## config.mk

```make
export PLATFORM = sky130hd
export DESIGN_NAME = srfpf_gain
export DESIGN_NICKNAME = d
export VERILOG_FILES = /design/src/design/srfpf_pkg.sv /design/src/design/srfpf_gain.sv
export SDC_FILE = /design/constraint.sdc
export NUM_CORES = 1
export LEC_CHECK = 0
export ABC_AREA = 1
export CORE_UTILIZATION = 50
export CTS_BUF_LIST = sky130_fd_sc_hd__clkbuf_4 sky130_fd_sc_hd__clkbuf_8 sky130_fd_sc_hd__clkbuf_16
export CTS_CLUSTER_SIZE = 16
export DETAILED_ROUTE_END_ITERATION = 10
export DONT_BUFFER_PORTS = 1
export PLACE_DENSITY = 0.66
export SETUP_SLACK_MARGIN = 0.4
export SYNTH_ARGS = -nofsm -noshare
export SYNTH_HDL_FRONTEND = slang
export SYNTH_SLANG_ARGS = --single-unit
```

## constraint.sdc

```tcl
create_clock -name clk -period 6.05 [get_ports clk]
set_input_delay 0 -clock clk [delete_from_list [all_inputs] [get_ports clk]]
set_output_delay 0 -clock clk [all_outputs]
set_load 0.02 [all_outputs]
```

## src/design/srfpf_pkg.sv

```systemverilog
// Shared types, codes and constants for the stereo resonant four-pole filter.
`default_nettype none
package srfpf_pkg;

	localparam int STATE_W = 32;
	localparam int COEF_W  = 16;
	localparam int GAIN_W  = 20;
	localparam int MODE_W  = 2;
	localparam int ADDR_W  = 4;
	localparam int DATA_W  = 32;
	localparam int DRIVE_W = 40;
	localparam int PROD_W  = 61;
	localparam int SHIFT   = 16;
	localparam int SUM_W   = PROD_W - SHIFT + 1;

	localparam logic [MODE_W-1:0] MODE_LOW    = 2'd0;
	localparam logic [MODE_W-1:0] MODE_HIGH   = 2'd1;
	localparam logic [MODE_W-1:0] MODE_BAND   = 2'd2;
	localparam logic [MODE_W-1:0] MODE_BYPASS = 2'd3;

	localparam logic [1:0] REG_MODE   = 2'd0;
	localparam logic [1:0] REG_CUTOFF = 2'd1;
	localparam logic [1:0] REG_RES    = 2'd2;

	localparam logic signed [SUM_W-1:0] SUM_HI = SUM_W'(64'sd2147483647);
	localparam logic signed [SUM_W-1:0] SUM_LO = ~SUM_HI;

	typedef struct packed {
		logic start;
		logic bypass;
		logic ack;
	} lane_ctrl_t;

	typedef struct packed {
		logic idle;
		logic done;
	} lane_stat_t;

	function automatic logic signed [STATE_W-1:0] sat_state(input logic signed [SUM_W-1:0] v);
		logic signed [STATE_W-1:0] r;
		if (v > SUM_HI) begin
			r = SUM_HI[STATE_W-1:0];
		end else if (v < SUM_LO) begin
			r = SUM_LO[STATE_W-1:0];
		end else begin
			r = v[STATE_W-1:0];
		end
		return r;
	endfunction

endpackage
`default_nettype wire

```

## src/design/srfpf_gain.sv

```systemverilog
// Resonance feedback gain: bit-serial reciprocal of (1 - cutoff), then scale and saturate.
`default_nettype none
module srfpf_gain (
	input  wire logic                              clk,
	input  wire logic                              arst_n,
	input  wire logic                              start,
	input  wire logic [srfpf_pkg::COEF_W-1:0]      cutoff,
	input  wire logic [srfpf_pkg::COEF_W-1:0]      res,
	output logic                                   busy,
	output logic [srfpf_pkg::GAIN_W-1:0]           gain
);

	localparam int DIV_STEPS = 33;
	localparam int QW = DIV_STEPS;
	localparam int SW = QW + 1;
	localparam int MW = srfpf_pkg::COEF_W + SW;
	localparam int SHIFT_L = srfpf_pkg::SHIFT;

	localparam logic [1:0] G_IDLE = 2'd0;
	localparam logic [1:0] G_DIV  = 2'd1;
	localparam logic [1:0] G_MUL  = 2'd2;
	localparam logic [1:0] G_FIN  = 2'd3;

	logic [1:0]                        st_q;
	logic [5:0]                        cnt_q;
	logic [16:0]                       rem_q;
	logic [16:0]                       den_q;
	logic [QW-1:0]                     quo_q;
	logic [MW-1:0]                     prod_q;
	logic [srfpf_pkg::GAIN_W-1:0]      gain_q;

	logic [17:0]                       trial;
	logic [17:0]                       diff;
	logic                              fits;
	logic [SW-1:0]                     sum_w;
	logic [MW-SHIFT_L-1:0]             shifted;

	assign trial   = {rem_q, (cnt_q == 6'd0)};
	assign fits    = trial >= {1'b0, den_q};
	assign diff    = trial - {1'b0, den_q};
	assign sum_w   = SW'(17'h10000) + {1'b0, quo_q};
	assign shifted = prod_q[MW-1:SHIFT_L];

	always_ff @(posedge clk or negedge arst_n) begin
		if (!arst_n) begin
			st_q   <= G_IDLE;
			cnt_q  <= '0;
			gain_q <= '0;
		end else if (start) begin
			st_q  <= G_DIV;
			cnt_q <= '0;
		end else begin
			unique case (st_q)
				G_IDLE: begin
					st_q <= G_IDLE;
				end
				G_DIV: begin
					cnt_q <= cnt_q + 6'd1;
					if (cnt_q == 6'(DIV_STEPS - 1)) begin
						st_q <= G_MUL;
					end
				end
				G_MUL: begin
					st_q <= G_FIN;
				end
				G_FIN: begin
					gain_q <= (|shifted[MW-SHIFT_L-1:srfpf_pkg::GAIN_W]) ?
						{srfpf_pkg::GAIN_W{1'b1}} : shifted[srfpf_pkg::GAIN_W-1:0];
					st_q   <= G_IDLE;
				end
				default: begin
					st_q <= G_IDLE;
				end
			endcase
		end
	end

	always_ff @(posedge clk) begin
		if (start) begin
			den_q <= 17'h10000 - {1'b0, cutoff};
			rem_q <= '0;
			quo_q <= '0;
		end else if (st_q == G_DIV) begin
			rem_q <= fits ? diff[16:0] : trial[16:0];
			quo_q <= {quo_q[QW-2:0], fits};
		end
		if (st_q == G_MUL) begin
			prod_q <= MW'(res) * MW'(sum_w);
		end
	end

	assign busy = st_q != G_IDLE;
	assign gain = gain_q;

endmodule
`default_nettype wire

```

Word-level counts from Yosys, hierarchy flattened
Index checks and enable logic that the tools add are counted.

operators by class
  reduce and logical (&&, ||, !) cells = 7
  div/mod/pow operators = 0
  multipliers = 1
  order comparisons = 1
  shift-type cells = 0
  bitwise logic cells = 1
  equal/unequal tests = 5
  $add $sub $neg = 4
  muxes and demuxes = 7

operator list
  cell                                                                   count
  16-bit by 34-bit multiplier with 50-bit output                         1
  17-bit by 33-bit adder with 34-bit output, first input constant        1
  20-bit two-way mux                                                     1
  18-bit by 17-bit >= comparator with 1-bit output                       1
  17-bit two-way mux                                                     1
  17-bit by 16-bit subtractor with 17-bit output, first input constant   1
  17-bit subtractor                                                      1
  14-bit OR reduction                                                    1
  6-bit two-way mux                                                      2
  6-bit by 1-bit adder with 6-bit output, second input constant          1
  6-bit equality test, second input constant                             1
  6-bit zero test                                                        1
  2-bit one-hot mux with 3 select lines                                  1
  2-bit equality test, second input constant                             2
  2-bit two-way mux                                                      2
  2-bit nonzero test                                                     2
  3-bit != test, second input constant                                   1
  2-bit by 1-bit equality test with 1-bit output, second input constant  1
  2-bit zero test                                                        1
  2-bit AND reduction                                                    1
  2-bit OR reduction                                                     1
  1-bit inverter                                                         1

word-level totals
  input port bits = 35
  bits in latches = 0
  memory bits (writable) = 0
  bits in read-only memories = 0
  word-level logic and storage cells = 33
  output and inout port bits = 21
  bits in registers = 145
  memories kept = 0

Logic depth before layout (Yosys ltp)
Gate-level depths: netlist of run 1.

  depth after elaboration = 4
  gate-level depth with buffers = 34
  gate-level depth less buffers = 33

Worst setup path before layout of run 1
Ideal clock, no wire load.

  kind = reg-to-reg
  start = reg quo_q[16]
  end = reg prod_q[36], data pin
  buffers on the path = 1
  data required time = 5.797 ns
  library setup time = 0.253 ns
  setup slack = -0.145 ns
  stages on the path, launching flop included = 29
  arrival = 5.942 ns
  clock period less this slack = 6.195 ns
  path through = dfxtp_1 > ha_1 > nand4_1 > nor2_4 > nand2_1 > nor2_2 > inv_1 > o21ai_1 > nand2_1 > inv_1 > buf_4 > nand2_1 > fa_1 > fa_1 > fa_1 > inv_1 > fa_1 > fa_1 > inv_1 > fa_1 > inv_1 > ha_1 > a21oi_1 > o21ai_0 > o21bai_1 > a21boi_0 > nand3_1 > nand2_1 > nand2_1

on the way
  cells in the longest elaborated chain, start to end = 2

ends and longest elaborated chain
  item                                            RTL line          source
  from (decl)                                     srfpf_gain.sv:28  logic [QW-1:0] quo_q;
  from (signal assigned)                          srfpf_gain.sv:85  quo_q <= {quo_q[QW-2:0], fits};
  17-bit by 33-bit adder with 34-bit output       srfpf_gain.sv:41  assign sum_w = SW'(17'h10000) + {1'b0, quo_q};
  16-bit by 34-bit multiplier with 50-bit output  srfpf_gain.sv:88  prod_q <= MW'(res) * MW'(sum_w);
  to (signal assigned)                            srfpf_gain.sv:88
  to (decl)                                       srfpf_gain.sv:29  logic [MW-1:0] prod_q;

Every way passes these cells.
A chain may end at the register's enable or synchronous reset.

Worst setup path in the final report of run 1
  start = reg quo_q[16]
  end = reg prod_q[41], data pin

The elaborated chain is that of the path after synthesis.

==> run metrics, run 1 <==
number of global-route vias before repair=22602; synth warn=0; CP Class=reg2reg; H-tree levels=4; CP peak stage delay=0.58 ns; CTS Buf Count=17; total track usage=30.1%; top cell family by delay on the critical path=adder cells; crit path from=quo_q[16]; CP arrival=6.62 ns; synthesized flop and latch total=129; Async SR Flop Fraction=21.7%; Final Setup Violations=25; CTS tree=built; Final Max Slew Viols=0; Crit. End Element=flop; DR iter-0 viols=1536; largest net degree at the start of global routing=41; CTS sink cnt=roughly 130; CP Capture Point=prod_q[41]; Mapped Area=24200 µm²; Clock Tree Buf Depth=2; DRT Wirelength=between 70000 and 80000 µm; Vias/cell=5.28; Seq/Total Area, Yosys=13.3%; Post-Place Cells=slightly below 4000; IO Port Bufs=0; worst vdd ir=between 0.00015 and 0.0002 V; Tightest Pin Transition=1.23 ns; Slowest-stage cell, CP=fa_2; minimum clock period=6.41 ns; die footprint=49400 µm²; Top FF cell, synth=edfxtp_1; Peak Freq=around 160 MHz; Commonest cells post-synth=inv_1, nand2_1, fa_1, nor2_1, ha_1; Place WS=-0.601 ns; total global routing overflow=0; ANT cells=0; DR DRC count=0; cell count after synthesis=3159; die width=~220 µm; Worst Hold Class=in2async; Slew headroom=18.2%; Clock Latency Late Sink=0.45 ns; top-count cell post-synth=inv_1; reg-to-reg startpoint=quo_q[16]; startpoint types=flop; FILL cells=4162; io pins=56; worst setup margin=-0.359 ns; CP Buf/Inv Count=7; Synth area leaders=fa_1, inv_1, nand2_1, ha_1, edfxtp_1; DR vias=20800; Finished Layout Cells=between 3000 and 4000; FF-to-FF End=prod_q[41]; Post-synth EDFFs=51; Synth-to-Final Area Change=20.1%; clk slew on worst S/H paths=around 0.07 ns; worst clock skew=~0.012 ns; Netlist cell types=39; CORE AREA=47700 µm²; share of the synthesized area in the top cell type=36.8%; Vert. Die Dim=222 µm; Req. time, crit path=6.26 ns; first-pass GRT wire length=117000 µm; Final nets=3938; final HPWL from detailed placement=about 57000 µm; syn avg cell area=7.67 µm²; outcome=complete, but fails checks; Final Hold Fails=0; RSZ-0062 raised after global routing=yes; Max-Cap Viols=0; failing checks=negative setup slack; Reg2Reg Setup Slack=-0.36 ns; syn nets=3785; biggest area consumer among synthesized cells=fa_1; DR pass1 iterations=5; Placer Congestion=0.943; fin crit share=106%; leakage power=15.1 nW; CP max FO=4; layout cell share with drive strength beyond 1=19.2%; Reg2Reg Depth=29; initial antenna violation count=0; Rows=80; Crit path depth=29; wire per inst=approximately 18 µm; Initial Util=50.8%; clock root buffer=clkbuf_16; Cell Pwr Density=around 100 nW/µm²; post-route ant nets=0
-- placed cells by master (no fill, tap or decap), drive strengths merged --
cell and instances:
inv 827, nand2 812, fa 446, nor2 234
buf 226, ha 145, nand3 98, a21oi 85
o21ai 71, edfxtp 51, dfxtp 50, nand3b 41
o22ai 32, dfrtp 28, dlygate4sd3 27, nand4 24
xor2 23, nor3 22, xnor2 20, clkbuf 17
o21a 10, clkinv 7, nor4 6, a21o 6
o21bai 6, clkinvlp 3, a21boi 3, bufinv 2
or2 1, o211ai 1, a31oi 1
-- per-stage QoR --
| stage | instance area, µm² | hold WS, ns | util [%] | power (mW) | TNS [ns] |
|---|---|---|---|---|---|
| 2_1_floorplan | 24500 | -0.296 | - | 1.58 | 0 |
| 3_3_place_gp | 26300 | -0.295 | 55.0 | 1.70 | -8.53 |
| 3_5_place_dp | 26300 | -0.295 | 55.0 | 1.72 | -10.02 |
| 4_1_cts | 28300 | 0.0107 | 59.3 | 2.86 | -3.87 |
| 5_1_grt | 29100 | 0.0275 | 61.0 | 2.99 | -11.89 |
| 6_report | 29100 | 0.0137 | 61.0 | 2.88 | -4.86 |
-- per-layer routing --
metal | share of wire, % | up-vias | track usage (%)
li1 | - | 9561 | -
met1 | 40 | 10366 | 37.5
met2 | 50 | 720 | 52.8
met3 | 6.0 | 153 | 4.18
met4 | 4.0 | 0 | 11.9
met5 | 0 | - | 0
-- repair_timing --
action	4_1_cts	5_1_grt
setup endpoints to repair	34	34
pin swaps	130	120
hold endpoints to repair	86	0
resized for setup	257	206
buffers inserted	27	9
cloned	1	0
hold buffers	28	0
-- worst min-delay path by stage --
stage,from,to,slack (ns),cells past startpoint
floorplan,arst_n,cnt_q[0],-0.30,0
global placement,arst_n,gain[0],-0.30,0
detailed placement,arst_n,gain[1],-0.30,0
CTS,cutoff[2],den_q[5],0.01,4
global route,arst_n,gain[13],0.03,2
finish,arst_n,gain[19],0.01,2
-- power by group --
| group | total [mW] | internal (mW) | switching, mW |
|---|---|---|---|
| registers | 1.20 | 1.04 | 0.151 |
| logic | 0.567 | 0.191 | 0.376 |
| clock network | 1.11 | 0.621 | 0.492 |
-- cells by family after synthesis --
group / synth area share [%]
flip-flops: 13.3
XOR/XNOR: 1.63
AND/OR/NAND/NOR: 21.1
buffers and inverters: 14.7
adder cells (fa/ha/maj): 44.3
AO/OA/AOI/OAI: 4.88
-- final cells by class --
cell class	instances	area [µm²]	share of cell area (%)
Sequential cell	129	3250	11.2
Tap cell	615	769	2.64
Timing Repair Buffer	253	2160	7.42
Multi-Input combinational cell	2087	19200	66.0
Clock inverter	15	173	0.593
Clock buffer	17	425	1.46
Timing Repair inverter	1	7.51	0.0258
Inverter	823	3110	10.7
-- state kept, by name (all words and copies together), names as in the netlist --
| signal | count |
|---|---|
| cnt_q | 6 |
| den_q | 17 |
| gain | 20 |
| prod_q | 34 |
| quo_q | 33 |
| rem_q | 17 |
| st_q | 2 |
(Power assumes the default switching activity.)
==> run 2: changes to the inputs <==
--- a/config.mk
+++ b/config.mk
@@ -11,7 +11,7 @@
 export CTS_CLUSTER_SIZE = 16
 export DETAILED_ROUTE_END_ITERATION = 10
 export DONT_BUFFER_PORTS = 1
-export PLACE_DENSITY = 0.66
+export PLACE_DENSITY_LB_ADDON = 0.3
 export SETUP_SLACK_MARGIN = 0.4
 export SYNTH_ARGS = -nofsm -noshare
 export SYNTH_HDL_FRONTEND = slang
==> run 2 against run 1 <==
The run still ends with negative setup slack left. Register-to-register slack worse by 0.24 ns. Global-route usage up 1.2 points. Critical path depth down 3. Via count up 4.5%. Total power down 0.69%. Clock skew down 0.0023 ns. Core utilization up 2.6 points. Hold slack better by 0.016 ns. Die area unchanged. Sequential power about the same. First-iteration DRC count up 19%. Highest routed layer unchanged.
==> run metrics, run 2 (synthesis gave the netlist of run 1 again) <==
outcome=complete, but fails checks (unchanged); failing checks=negative setup slack (unchanged); Max-Cap Viols=0 (unchanged); CP max FO=5 (was 4); CTS sink cnt=129 (unchanged); post-route ant nets=0 (unchanged); DR vias=21740 (was 20800); leakage power=15.7 nW (was 15.1 nW); post-route cell area=30400 µm² (was 29100 µm²); FILL cells=3843 (was 4162); Req. time, crit path=6.24 ns (was 6.26 ns); total track usage=31.3% (was 30.1%); CORE AREA=47700 µm² (unchanged); first-pass GRT wire length=121000 µm (was 117000 µm); CTS tree=built (unchanged); Place WS=-0.531 ns (was -0.601 ns); final HPWL from detailed placement=57700 µm (was 57000 µm); Final nets=4019 (was 3938); most common cell after layout, fill and taps aside=inv_1 (unchanged); RSZ-0062 raised after global routing=yes (unchanged); Slew headroom=17.0% (was 18.2%); commonest non-fill, non-tap cells in the layout=inv_1, nand2_1, fa_1 (unchanged); total global routing overflow=0 (unchanged); DR pass1 iterations=6 (was 5); worst clock skew=0.00958 ns (was 0.0119 ns); startpoint types=flop (unchanged); clk slew on worst S/H paths=0.07 ns (about the same); worst vdd ir=0.000237 V (was 0.000184 V); Final Max Slew Viols=0 (unchanged); die width=222 µm (unchanged); largest net degree at the start of global routing=41 (unchanged); Largest Register=prod_q (unchanged); Clock Latency Late Sink=0.44 ns (was 0.45 ns); Peak Freq=150 MHz (was 156 MHz); Rows=80 (unchanged); DR iter-0 viols=1822 (was 1536); initial antenna violation count=1 (was 0); Cell Pwr Density=94.0 nW/µm² (was 98.8 nW/µm²); Crit. End Element=flop (unchanged); worst setup margin=-0.597 ns (was -0.359 ns); Tightest Pin Transition=1.24 ns (was 1.23 ns); layout cell share with drive strength beyond 1=22.8% (was 19.2%); Synth-to-Final Area Change=25.3% (was 20.1%); Vias/cell=5.41 (was 5.28); io pins=56 (unchanged); Final Hold Fails=0 (unchanged); Placer Congestion=0.950 (was 0.943); Power Total=2.86 mW (was 2.88 mW); die footprint=49400 µm² (unchanged); minimum clock period=6.65 ns (was 6.41 ns); DRT Wirelength=77200 µm (was 70600 µm); area post-placement=26300 µm² (about the same); CP Class=reg2reg (unchanged); H-tree levels=4 (unchanged); fin crit share=110% (was 106%); wire per inst=19.2 µm (was 17.9 µm); number of global-route vias before repair=23450 (was 22602); Initial Util=50.8% (unchanged); clock root buffer=clkbuf_16 (unchanged); CP arrival=6.83 ns (was 6.62 ns); Final Setup Violations=29 (was 25); Vert. Die Dim=222 µm (unchanged); fin util=63.6% (was 61.0%); IO Port Bufs=0 (unchanged); Total Neg Setup Slack=-13.69 ns (was -4.86 ns); Clock Tree Buf Depth=2 (unchanged); flip-flop count of the largest register after layout=34 (unchanged); DR DRC count=0 (unchanged); CTS Buf Count=17 (unchanged); Worst Hold Class=in2async (unchanged)
[run 2: area by class of cell]
cell class | instances | area (µm²) | share of cell area [%]
Antenna cell | 1 | 2.50 | 0.00824
Clock buffer | 18 | 450 | 1.48
Clock inverter | 14 | 140 | 0.461
Inverter | 823 | 3120 | 10.3
Multi-Input combinational cell | 2087 | 19500 | 64.1
Sequential cell | 129 | 3250 | 10.7
Tap cell | 615 | 769 | 2.53
Timing Repair Buffer | 335 | 3170 | 10.4
[run 2: worst paths after layout]
path                            from         end  slack, ns  cells past startpoint
min in group clk               start   rem_q[12]       0.04                      4
max reg2reg                quo_q[16]  prod_q[24]      -0.60                     26
max in group asynchronous     arst_n    cnt_q[2]       5.86                      2
min reg2reg                 rem_q[6]    rem_q[6]       0.47                      2
min                           arst_n    gain[17]       0.03                      2
max                        quo_q[16]  prod_q[24]      -0.60                     26
[run 2: metrics by stage]
| step | instances | hold slack (ns) |
|---|---|---|
| final | 4022 | 0.0298 |
| after CTS | 3990 | 0.00750 |
| after global placement | 3845 | -0.295 |
| after detailed placement | 3845 | -0.295 |
| after global routing | 4022 | 0.0430 |
| after floorplan | 3159 | -0.296 |
[run 2: where the power goes]
| group | switching, mW | total (mW) | internal [mW] |
|---|---|---|---|
| registers | 0.150 | 1.20 | 1.05 |
| clock network | 0.474 | 1.08 | 0.601 |
| logic | 0.390 | 0.586 | 0.195 |
| total | 1.01 | 2.86 | 1.84 |
[run 2: metal layers]
metal	share of wire [%]	vias up	GRT usage, %
met4	5.6	0	15.4
li1	-	9733	-
met5	0	-	0
met3	6.8	267	4.23
met1	38	10751	38.4
met2	50	989	54.2
[run 2: repair_timing]
item / in CTS / in global routing
hold buffers: 28 / 0
endpoints found under the hold margin: 86 / 0
pin swaps: 181 / 162
gates resized for setup: 356 / 274
endpoints found under the setup margin: 30 / 36
setup buffers: 85 / 31
cloned: 0 / 0
[run 2: critical path: stages (launching register included)]
cell,delay [ns]
dfxtp_4,0.39
inv_4,0.05
nor3_4,0.24
nand2_2,0.15
nor2_8,0.21
buf_6,0.13
buf_12,0.10
xor2_4,0.23
buf_6,0.16
nand2_4,0.05
fa_1,0.53
inv_2,0.05
fa_1,0.48
fa_2,0.56
fa_2,0.45
fa_1,0.50
inv_1,0.05
fa_2,0.57
inv_2,0.06
ha_4,0.18
a21oi_4,0.16
o21a_1,0.20
o21ai_2,0.09
buf_4,0.15
nand3b_1,0.27
buf_4,0.22
xor2_2,0.15
